`src/design/fcpm_pkg.sv`:
```
// ----------------------------------------------------------------------------
// fcpm_pkg: shared constants for the false-color piecewise-linear map
// Knot table per color channel and the fixed widths of the result fields.
// ----------------------------------------------------------------------------
package fcpm_pkg;

    localparam int LEVEL_BITS_DEF = 12;
    localparam int KNOT_COUNT     = 9;
    localparam int KNOT_IDX_W     = 4;
    localparam int KNOT_W         = 16;
    localparam int COLOR_W        = 8;
    localparam int CHANNEL_COUNT  = 3;

    localparam int CH_RED   = 0;
    localparam int CH_GREEN = 1;
    localparam int CH_BLUE  = 2;

    typedef logic [KNOT_W-1:0] knot_t;
    typedef knot_t             knot_row_t [KNOT_COUNT];
    typedef knot_row_t         knot_tab_t [CHANNEL_COUNT];

    // Knot values are 255 * v with 8 fraction bits, at f = k/8.
    localparam knot_tab_t KNOT_TAB = '{
        '{16'd0, 16'd9792,  16'd19584, 16'd39168, 16'd65280,
          16'd58752, 16'd58752, 16'd58752, 16'd65280},
        '{16'd0, 16'd9792,  16'd9792,  16'd13056, 16'd16320,
          16'd32640, 16'd48960, 16'd58752, 16'd65280},
        '{16'd0, 16'd32640, 16'd48960, 16'd32640, 16'd9792,
          16'd0,     16'd6528,  16'd32640, 16'd65280}
    };

endpackage

```
`src/design/fcpm_channel.sv`:
```
// ----------------------------------------------------------------------------
// fcpm_channel: one color channel of the piecewise-linear map
// Picks the segment knots, interpolates with one multiply, rounds and clamps.
// ----------------------------------------------------------------------------
module fcpm_channel
    import fcpm_pkg::*;
#(
    parameter int LEVEL_BITS = LEVEL_BITS_DEF,
    parameter int CH         = CH_RED
)
(
    input  logic [LEVEL_BITS:0]  level,
    output logic [COLOR_W-1:0]   color
);

    localparam int SEG_BITS = LEVEL_BITS - 3;
    localparam int PROD_W   = KNOT_W + 2 + SEG_BITS;
    localparam int SHIFT    = 8 + SEG_BITS;

    logic                       full;
    logic [2:0]                 seg;
    logic [SEG_BITS-1:0]        off;
    logic [KNOT_IDX_W-1:0]      idx0;
    logic [KNOT_IDX_W-1:0]      idx1;
    knot_t                      k0;
    knot_t                      k1;
    logic signed [KNOT_W:0]     diff;
    logic signed [PROD_W-1:0]   base;
    logic signed [PROD_W-1:0]   prod;
    logic signed [PROD_W-1:0]   half;
    logic signed [PROD_W-1:0]   sum;
    logic [8:0]                 rounded;

    // Any level at or above full scale lands on the last knot with no slope.
    assign full = level[LEVEL_BITS];
    assign seg  = level[LEVEL_BITS-1:SEG_BITS];
    assign off  = full ? '0 : level[SEG_BITS-1:0];
    assign idx0 = full ? KNOT_IDX_W'(KNOT_COUNT - 1) : {1'b0, seg};
    assign idx1 = full ? KNOT_IDX_W'(KNOT_COUNT - 1) : ({1'b0, seg} + 4'd1);

    assign k0   = KNOT_TAB[CH][idx0];
    assign k1   = KNOT_TAB[CH][idx1];
    assign diff = $signed({1'b0, k1}) - $signed({1'b0, k0});

    assign base = $signed({2'b00, k0, {SEG_BITS{1'b0}}});
    assign prod = PROD_W'(diff) * PROD_W'($signed({1'b0, off}));
    assign half = $signed(PROD_W'(1) <<< (SHIFT - 1));
    assign sum  = base + prod + half;

    assign rounded = sum[PROD_W-2:SHIFT];
    assign color   = rounded[8] ? {COLOR_W{1'b1}} : rounded[COLOR_W-1:0];

endmodule

```
`src/design/false_color_piecewise_map.sv`:
```
// ----------------------------------------------------------------------------
// false_color_piecewise_map: intensity to false-color RGB
// Input register, three channel interpolators and a result register.
// ----------------------------------------------------------------------------
//  channel   direction  tdata fields (low bit up)          tuser / tlast
//  s_axis    in         level[LEVEL_BITS:0], zero padded   none
//  m_axis    out        red[7:0], green[7:0], blue[7:0]    none
//
//  One transfer in and one out per cycle when the output is not stalled.
//  Data passes the input register, then the result register, with the
//  channel multiply between them. The stall path runs combinationally from
//  m_axis_tready back to s_axis_tready. Reset clears both valid flags only.
// ----------------------------------------------------------------------------
module false_color_piecewise_map
    import fcpm_pkg::*;
#(
    parameter int LEVEL_BITS = LEVEL_BITS_DEF
)
(
    input  logic                                 clk,
    input  logic                                 rst_n,
    input  logic                                 s_axis_tvalid,
    output logic                                 s_axis_tready,
    // level in the low LEVEL_BITS+1 bits, zeros above
    input  logic [((LEVEL_BITS + 8) / 8) * 8 - 1:0] s_axis_tdata,
    output logic                                 m_axis_tvalid,
    input  logic                                 m_axis_tready,
    // red [7:0], green [15:8], blue [23:16]
    output logic [CHANNEL_COUNT*COLOR_W-1:0]     m_axis_tdata
);

    logic                              in_valid_reg;
    logic [LEVEL_BITS:0]               level_reg;
    logic                              out_valid_reg;
    logic [CHANNEL_COUNT*COLOR_W-1:0]  pixel_reg;
    logic [CHANNEL_COUNT*COLOR_W-1:0]  pixel_next;
    logic                              out_load;
    logic                              in_load;

    assign out_load      = !out_valid_reg || m_axis_tready;
    assign s_axis_tready = !in_valid_reg || out_load;
    assign in_load       = s_axis_tvalid && s_axis_tready;

    always_ff @(posedge clk or negedge rst_n)
    begin
        if (!rst_n)
        begin
            in_valid_reg  <= 1'b0;
            out_valid_reg <= 1'b0;
        end
        else
        begin
            if (s_axis_tready)
            begin
                in_valid_reg <= s_axis_tvalid;
            end
            if (out_load)
            begin
                out_valid_reg <= in_valid_reg;
            end
        end
    end

    always_ff @(posedge clk)
    begin
        if (in_load)
        begin
            level_reg <= s_axis_tdata[LEVEL_BITS:0];
        end
        if (out_load && in_valid_reg)
        begin
            pixel_reg <= pixel_next;
        end
    end

    genvar ch;
    generate
        for (ch = 0; ch < CHANNEL_COUNT; ch++)
        begin : g_channel
            fcpm_channel #(
                .LEVEL_BITS (LEVEL_BITS),
                .CH         (ch)
            ) u_channel (
                .level (level_reg),
                .color (pixel_next[ch*COLOR_W +: COLOR_W])
            );
        end
    endgenerate

    assign m_axis_tvalid = out_valid_reg;
    assign m_axis_tdata  = pixel_reg;

    a_ready_when_empty : assert property (@(posedge clk) disable iff (!rst_n)
        !in_valid_reg |-> s_axis_tready)
        else $error("input refused while the input register is empty");

    a_hold_when_full : assert property (@(posedge clk) disable iff (!rst_n)
        (in_valid_reg && out_valid_reg && !m_axis_tready) |-> !s_axis_tready)
        else $error("input taken while both stages are stalled");

    a_accept_fills : assert property (@(posedge clk) disable iff (!rst_n)
        in_load |=> in_valid_reg)
        else $error("accepted transfer did not reach the input register");

    a_full_scale_white : assert property (@(posedge clk) disable iff (!rst_n)
        (in_valid_reg && out_load && level_reg[LEVEL_BITS])
        |=> (m_axis_tdata == {(CHANNEL_COUNT*COLOR_W){1'b1}}))
        else $error("full-scale level did not map to white");

endmodule

```
`config.mk`:
```
export PLATFORM = sky130hd
export DESIGN_NAME = false_color_piecewise_map
export DESIGN_NICKNAME = d
export VERILOG_FILES = /design/src/design/fcpm_pkg.sv /design/src/design/fcpm_channel.sv /design/src/design/false_color_piecewise_map.sv
export SDC_FILE = /design/constraint.sdc
export NUM_CORES = 1
export LEC_CHECK = 0
export BUFFER_PORTS_ARGS = -buffer_cell sky130_fd_sc_hd__buf_4
export CORE_MARGIN = 8
export CORE_UTILIZATION = 50
export DETAILED_ROUTE_END_ITERATION = 8
export PLACE_DENSITY = 0.66
export SYNTH_ARGS = -nofsm -noshare
export SYNTH_HDL_FRONTEND = slang
export SYNTH_SLANG_ARGS = --single-unit
```
`constraint.sdc`:
```
create_clock -name clk -period 9.5 [get_ports clk]
set_clock_uncertainty 0.1 [all_clocks]
set_input_delay 0.95 -clock clk [delete_from_list [all_inputs] [get_ports clk]]
set_output_delay 0.95 -clock clk [all_outputs]
set_load 0.01 [all_outputs]
```
After elaboration in Yosys (flattened, before gate mapping)
Memory sizes are Yosys's and may differ from the RTL's.
Cells that the tools add are included.
Widths: inputs -> output; s select.

word-level totals
  register bits after elaboration = 39
  logic and storage cells = 50
  memory bits (read-only) = 1536
  bits of input ports = 20
  memories = 6

operators by class
  bitwise gates (word level) = 2
  reductions and logical operators = 6
  add/subtract/negate cells = 10
  muxes and demuxes = 15
  $lt $le $gt $ge = 2
  $mul = 3

memory list
  name             words  width  read ports  clocked after Yosys merged registers in  wr ports  line                RTL
  (no name shown)  16     16     1           0                                        0         fcpm_channel.sv:41  assign k0 = KNOT_TAB[CH][idx0];
  (no name shown)  16     16     1           0                                        0         fcpm_channel.sv:42  assign k1 = KNOT_TAB[CH][idx1];
  (no name shown)  16     16     1           0                                        0         fcpm_channel.sv:41
  (no name shown)  16     16     1           0                                        0         fcpm_channel.sv:42
  (no name shown)  16     16     1           0                                        0         fcpm_channel.sv:42
  (no name shown)  16     16     1           0                                        0         fcpm_channel.sv:41

operators by type and width
  cell                    number
  $mux 16                 12
  $add 26x18->26 const B  3
  $add 26x26->26          3
  $mul 17x10->26          3
  $sub 16x16->17          3
  $ge 5x5->1 const B      2
  $not 4->5               2
  $mux 9                  1
  $mux 4                  2
  $add 3x1->4 const B     1
  $logic_and 1x1->1       2
  $logic_not 1->1         2
  $logic_or 1x1->1        2

Logic depth before layout (Yosys ltp)
Gate-level depths: netlist of run 1.

  depth in word-level cells = 10
  mapped depth = 34
  mapped depth without buffers = 33

Hierarchy
Synthesis of run 1 repeated with hierarchy kept, for this count alone.

unflattened totals
  cell total of the unflattened synthesis = 1836
  area total of the unflattened synthesis = 15798.9 um^2

modules (own cells, without submodules)
  module                                 cells an instance  area an instance (um^2)  instances
  fcpm_channel (g_channel[0].u_channel)  610                4926.0                   1
  fcpm_channel (g_channel[1].u_channel)  591                4901.0                   1
  fcpm_channel (g_channel[2].u_channel)  590                4757.1                   1
  false_color_piecewise_map              45                 1214.9                   1

Worst setup path before layout of run 1
Ideal clock, no wire load.

  path type = register to register
  start point = register level_reg[12]
  end point = register pixel_reg[13] (netlist: m_axis_tdata[13]), data pin
  path buffers = 1
  cell stages (with the launch flop) = 31
  arrival time = 7.844 ns
  setup time = 0.259 ns
  period minus slack after synthesis = 8.204 ns
  path slack = 1.296 ns
  data required time = 9.141 ns
  cell sequence = edfxtp_1 -> clkbuf_1 -> nor2_1 -> inv_1 -> ha_1 -> o21bai_1 -> ha_1 -> fa_1 -> nor2b_1 -> o21ai_0 -> a21oi_1 -> o41ai_2 -> o21ai_0 -> a21oi_1 -> nand2_1 -> fa_1 -> inv_1 -> fa_1 -> fa_1 -> fa_1 -> inv_1 -> fa_1 -> inv_1 -> ha_1 -> a21oi_1 -> o21ai_0 -> a2111oi_4 -> nor3_2 -> o32ai_2 -> xnor3_1 -> or2_1

on the way
  cells in the longest elaborated chain, start to end = 9

RTL lines
  element                                          line                                    RTL
  start, declared                                  false_color_piecewise_map.sv:33         logic [LEVEL_BITS:0] level_reg;
  start signal, assigned                           false_color_piecewise_map.sv:68         level_reg <= s_axis_tdata[LEVEL_BITS:0];
  $mux 4, on equally long branches                 fcpm_channel.sv:39, fcpm_channel.sv:38
  $not 4->5, on equally long branches              fcpm_channel.sv:42, fcpm_channel.sv:41
  $mem_v2 16x16, on equally long branches          -
  $mux 16, on equally long branches (2 in series)  fcpm_channel.sv:42, fcpm_channel.sv:41
  $sub 16x16->17                                   fcpm_channel.sv:43                      assign diff = $signed({1'b0, k1}) - $signed({1'b0, k0});
  $mul 17x10->26                                   fcpm_channel.sv:46                      assign prod = PROD_W'(diff) * PROD_W'($signed({1'b0, off}));
  $add 26x26->26 *                                 fcpm_channel.sv:48                      assign sum = base + prod + half;
  $add 26x18->26 *                                 fcpm_channel.sv:48
  end signal, assigned                             false_color_piecewise_map.sv:72         pixel_reg <= pixel_next;
  end, declared                                    false_color_piecewise_map.sv:35         logic [CHANNEL_COUNT*COLOR_W-1:0] pixel_reg;

Mark *: on every way between the ends. The rest lies on a longest branch, timed or not. The select of a mux whose other input is x is not followed.
A chain may end at the register's enable or synchronous reset.

Worst setup path in the final report of run 1
  start point = register level_reg[9]
  end point = register pixel_reg[13] (netlist: m_axis_tdata[13]), data pin

on the way
  cells in the longest elaborated chain, start to end = 10

RTL lines
  element                                      line                RTL
  $add 3x1->4                                  fcpm_channel.sv:39  assign idx1 = full ? KNOT_IDX_W'(KNOT_COUNT - 1) : ({1'b0, seg} + 4'd1);
  $mux 4                                       fcpm_channel.sv:39
  $not 4->5 (not written as such)              fcpm_channel.sv:42
  $mem_v2 16x16                                -
  $mux 16 (not written as such) (2 in series)  fcpm_channel.sv:42
  $sub 16x16->17                               fcpm_channel.sv:43
  $mul 17x10->26                               fcpm_channel.sv:46
  $add 26x26->26 *                             fcpm_channel.sv:48
  $add 26x18->26 *                             fcpm_channel.sv:48

Marks and branches as above.

==> results of run 1 <==
-- synthesized netlist by cell type (all sizes together) (23+ instances only) --
cell type and instances:
inv 452, fa 278, ha 204, nand2 173, nor2 170, xnor2 49
nand2b 42, a21oi 38, edfxtp 37, clkbuf 36, o21ai 36, xor2 33
nor3 23
-- logic make-up after synthesis --
kind of cell	after synthesis	share of synthesized area [%]
buf+inv	500	12.4
simple gates	493	14.5
fa+ha+maj	482	52.8
compound gates	162	7.32
xor+xnor	84	5.07
flops	39	7.55
mux	5	0.342
-- critical path, delay by kind of cell (launching register included) --
family	cells	cell delay, ns
adder cells (fa/ha/maj)	9	3.76
AO/OA/AOI/OAI	9	2.39
AND/OR/NAND/NOR	6	1.14
flip-flops	1	0.52
XOR/XNOR	1	0.38
buffers and inverters	5	0.36
-- metal layers --
metal  GRT usage, %  share of wire (%)
met1           27.2                 43
met5              0                  0
met4           6.69                2.9
met3           2.33                4.9
met2           35.3                 49
-- stage by stage --
| stage | cells | utilization, % | hold WS, ns | setup slack, ns |
|---|---|---|---|---|
| 2_1_floorplan | 1765 | - | 0.349 | 1.30 |
| 6_report | 2195 | 53.8 | 0.307 | 0.595 |
| 3_3_place_gp | 2187 | 53.3 | 0.371 | 0.672 |
| 4_1_cts | 2195 | 53.8 | 0.297 | 0.476 |
| 3_5_place_dp | 2187 | 53.3 | 0.372 | 0.521 |
| 5_1_grt | 2195 | 53.8 | 0.299 | 0.0129 |
-- timing repair --
item                       4_1_cts  5_1_grt
gates resized for setup          0        1
hold buffers                     0        0
setup endpoints to repair        0        8
-- worst max-delay path by stage --
stage / startpoint / to / slack (ns) / cells past startpoint
finish: level_reg[9] / m_axis_tdata[13] / 0.60 / 30
detailed placement: level_reg[12] / m_axis_tdata[13] / 0.52 / 29
floorplan: level_reg[12] / m_axis_tdata[13] / 1.30 / 30
CTS: level_reg[12] / m_axis_tdata[13] / 0.48 / 29
global placement: level_reg[12] / m_axis_tdata[13] / 0.67 / 29
global route: level_reg[9] / m_axis_tdata[2] / 0.01 / 31
-- cell type report --
class / instances / share of cell area [%]
multi-input combinational: 1226 / 75.2
clock inverter: 3 / 0.153
clock buffer: 5 / 0.764
tap: 396 / 3.03
inverter: 452 / 10.4
sequential: 39 / 7.09
timing repair buffer: 74 / 3.39
==> results.md, run 1 <==
- Outcome: completed
- RSZ-0062 raised after global routing: no
- Crit path capture type: flip-flop
- Initial Util: 50.5%
- Setup CP Type: flip-flop to flip-flop
- Hold Violations, Final: 0
- Syn Nets: 2267
- # fillers: 2853
- Worst-margin pin slew: 1.26 ns
- Register Area: 0.00116 mm²
- TNS Setup: 0 ns
- # DRC: 0
- Die ar.: 0.0366 mm²
- Yosys top cell by area: fa_1
- Mean Syn Cell Area: 8.71 µm²
- Largest cells by area after synthesis: fa_1, ha_1, inv_1
- Area fraction of the dominant cell type after synthesis: 36.2%
- Final ANT Viol Nets: 0
- Post-synthesis cell area: 0.0154 mm²
- FF-to-FF Start: level_reg[9]
- Inserted Clock Buffers: 5
- Rel. slew slack: 15.4%
- R2r setup slk: 0.60 ns
- Reg2Reg Capture Point: m_axis_tdata[13]
- Avg WL per Cell: 16.1 µm
- Setup Viol. Count Final: 0
- Number of synthesized flops with an enable pin: 37
- Critical Path RT: 9.47 ns
- Distinct cells, synth: 72
- Most frequent cells in the layout: inv_1, fa_1, ha_1, nand2_1, nor2_1
- Final instance area: 0.0164 mm²
- Fin crit share: 93.7%
- Number of clock sinks: 39
- Number of global-route vias before repair: 12000
- # Post-CTS Setup Buffers: 0
- CTS max path bufs: 2
- Ratio of cells with drive above 1 in the final layout: 6.39%
- Area growth from synthesis to layout: 6.52%
- Async S/R FF share, synth: 5.13%
- Clk_lat worst skew: 0.31 ns
- Largest net degree at the start of global routing: 25
- Number of nets in the layout: 2300
- GPL Wtd Cong: 0.962
- Pre-antenna DRT Iters: 5
- Max reg flops: 24
- Total grt overflow: 0
- DIE WIDTH: 191 µm
- GRT Util Overall: 20.7%
- Total core area: 0.0304 mm²
- Reg2Reg Depth: 30
- Slew Limit Fails: 0
- Critical path arrival: 8.88 ns
- Root buffer cell: clkbuf_16
- Warnings, synthesis: 0
- Routed vias: 11300
- Yosys reg bits: 39
- I/O Buffers: 42
- Post-DP Area: 0.0162 mm²
- Cells after Synth: 1765
- First-pass GRT wire length: 60.4 mm
- Total wire length: 35.4 mm
- Most common cell after layout, fill and taps aside: inv_1
- Min-delay worst type: primary input to async pin
- Max cap viols: 0
- H-tree depth: 2
- Die H: 191 µm
- Max incr delay on CP: 0.52 ns
- Area of the multi-input gates: 0.0123 mm²
- Critical-path top delay cell: edfxtp_1
- Crit path max fanout: 9
- Clock Pin Slew Worst Setup and Hold Paths: 0.07 ns
- Startpoint type of the worst setup path: flip-flop
- IO Count: 46
- Routed vias/inst: 5.16
- Post-route minimum period: 8.90 ns
- First DRT Iteration DRCs: 592
- Peak Freq: 112 MHz
- Ant. Diodes: 0
- CTS tree: done
- Cell row count: 64
- Initial antenna violation count: 0
- Sequential share of the synthesized area: 7.55%
- Detail Placement HPWL: 30.5 mm
- Top FF cell, synth: edfxtp_1
Power of run 1 is left out: the tool's default activity adds up to more than one toggle a clock period on the data nets, which glitch-free logic cannot reach.
==> run 2: changes to the inputs <==
--- a/config.mk
+++ b/config.mk
@@ -8,6 +8,7 @@
 export BUFFER_PORTS_ARGS = -buffer_cell sky130_fd_sc_hd__buf_4
 export CORE_MARGIN = 8
 export CORE_UTILIZATION = 50
+export CTS_BUF_LIST = sky130_fd_sc_hd__clkbuf_8
 export DETAILED_ROUTE_END_ITERATION = 8
 export PLACE_DENSITY = 0.66
 export SYNTH_ARGS = -nofsm -noshare
==> run 2 against run 1 <==
Net effect:
- final cell count did not move
- via count grew 0.41%
- die area is the same
- fmax is 0.23% lower
- worst setup slack got worse by 0.020 ns
- sequential cell count unchanged
- register-to-register slack lost 0.02 ns
- critical path type unchanged
- largest cell class unchanged
==> results.md, run 2 (synthesis results as in run 1) <==
- Outcome: completed
- Final ANT Viol Nets: 0 (unchanged)
- Total wire length: 35.2 mm (-0.41%)
- H-tree depth: 2 (unchanged)
- I/O Buffers: 42 (unchanged)
- TNS Setup: 0 ns (unchanged)
- Setup CP Type: flip-flop to flip-flop
- Met1 Wirelength: 15.4 mm (+0.52%)
- Post-route minimum period: 8.92 ns (+0.0202 ns)
- Most frequent cells in the layout: inv_1, fa_1, ha_1, nand2_1, nor2_1
- First DRT Iteration DRCs: 605 (+2.2%)
- Critical Path RT: 9.50 ns (+0.03 ns)
- Root buffer cell: clkbuf_8
- Max reg flops: 24 (unchanged)
- Slew Limit Fails: 0 (unchanged)
- R2r setup slk: 0.58 ns (-0.02 ns)
- Reg2Reg Depth: 29 (-3.3%)
- Setup Viol. Count Final: 0 (unchanged)
- Area growth from synthesis to layout: 6.15%
- Cell row count: 64 (unchanged)
- Startpoint type of the worst setup path: flip-flop
- Inserted Clock Buffers: 5 (unchanged)
- First-pass GRT wire length: 60.2 mm (-0.28%)
- Met2 routed WL: 17.0 mm (-1.4%)
- IO Count: 46 (unchanged)
- Met3 Wirelength: 1.64 mm (-6.2%)
- Ratio of cells with drive above 1 in the final layout: 6.39% (unchanged)
- DIE WIDTH: 191 µm (unchanged)
- Min-delay worst type: primary input to async pin
- # fillers: 2852 (-0.035%)
- GPL Wtd Cong: 0.962 (unchanged)
- CTS max path bufs: 2 (unchanged)
- Final Non-Filler Cells: 2195 (unchanged)
- Max incr delay on CP: 0.56 ns (+0.04 ns)
- CTS tree: done
- Top layer in use: met4
- Die H: 191 µm (unchanged)
- Largest net degree at the start of global routing: 25 (unchanged)
- Routed vias/inst: 5.18 (+0.41%)
- Detail Placement HPWL: 30.5 mm (unchanged)
- Critical-path top delay cell: edfxtp_1
- Number of nets in the layout: 2300 (unchanged)
- Number of clock sinks: 39 (unchanged)
- Hold Violations, Final: 0 (unchanged)
- Die ar.: 0.0366 mm² (unchanged)
- Clock Pin Slew Worst Setup and Hold Paths: 0.10 ns (+0.03 ns)
- Crit path max fanout: 9 (unchanged)
- Initial antenna violation count: 0 (unchanged)
- Total core area: 0.0304 mm² (unchanged)
- Max cap viols: 0 (unchanged)
- RSZ-0062 raised after global routing: no
- # DRC: 0 (unchanged)
- Crit path capture type: flip-flop
- Most common cell after layout, fill and taps aside: inv_1
- Final core occ: 53.6% (-0.19 points)
- Ant. Diodes: 0 (unchanged)
- Avg WL per Cell: 16.1 µm (-0.41%)
- Critical path arrival: 8.93 ns (+0.05 ns)
- Worst-margin pin slew: 1.29 ns (+0.0298 ns)
- Rel. slew slack: 13.4% (-2.0 points)
- FF-to-FF Start: level_reg[12]
- Number of global-route vias before repair: 12000 (-0.058%)
- Resize count post-CTS: 0 (unchanged)
- Routed vias: 11400 (+0.41%)
- WHS: 0.274 ns (-0.0333 ns)
- Pre-antenna DRT Iters: 5 (unchanged)
- Initial Util: 50.5% (unchanged)
- Peak Freq: 112 MHz (-0.23%)
- Clk_lat worst skew: 0.34 ns (+0.03 ns)
- # Post-CTS Setup Buffers: 0 (unchanged)
- # hold bufs at CTS: 0 (unchanged)
- Reg2Reg Capture Point: m_axis_tdata[13]
- Setup crit start: level_reg[12]
- GRT Util Overall: 20.6% (-0.097 points)
- Total grt overflow: 0 (unchanged)
- Fin crit share: 93.9% (+0.21 points)
- Cells after DPL: 2187 (unchanged)
- Setup crit end: m_axis_tdata[13]
[run 2: cell counts in the layout (fill, tap and decap cells not counted)]
No cell type changed its count.
[run 2: area by class of cell]
type / count / area (µm²) / share of cell area (%)
Inverter: 452 / 1700 / 10.4
Sequential cell: 39 / 1160 / 7.11
Multi-Input combinational cell: 1226 / 12300 / 75.5
Clock inverter: 3 / 25.0 / 0.153
Timing Repair Buffer: 74 / 556 / 3.40
Clock buffer: 5 / 68.8 / 0.422
Tap cell: 396 / 495 / 3.04
[run 2: worst min-delay path by stage]
| stage | cells past startpoint | slack, ns | endpoint |
|---|---|---|---|
| after floorplan | 1 | 0.35 | m_axis_tvalid |
| after global routing | 1 | 0.26 | m_axis_tvalid |
| final | 1 | 0.27 | in_valid_reg |
| after detailed placement | 1 | 0.37 | m_axis_tvalid |
| after CTS | 1 | 0.26 | in_valid_reg |
| after global placement | 1 | 0.37 | m_axis_tvalid |
[run 2: layer usage]
metal | GRT usage (%) | up-vias
met5 | 0 | -
met4 | 7.16 | 0
met3 | 1.93 | 54
met2 | 34.9 | 280
met1 | 27.3 | 5602
li1 | - | 5433
[run 2: critical path: cells and delay by family (launching register included)]
kind | cells | cell delay [ns]
adders and majority gates | 8 | 3.40
AOI/OAI and AO/OA | 7 | 1.98
and+or+nand+nor | 8 | 1.85
DFF | 1 | 0.56
buffers and inverters | 5 | 0.40
xor gates and xnor gates | 1 | 0.38
[run 2: per-stage QoR]
| stage | setup WS (ns) | area [µm²] |
|---|---|---|
| after global placement | 0.672 | 16200 |
| final | 0.575 | 16300 |
| after floorplan | 1.30 | 15400 |
| after CTS | 0.473 | 16300 |
| after global routing | 0.00121 | 16300 |
| after detailed placement | 0.521 | 16200 |
Power of run 2 is left out for the same reason.
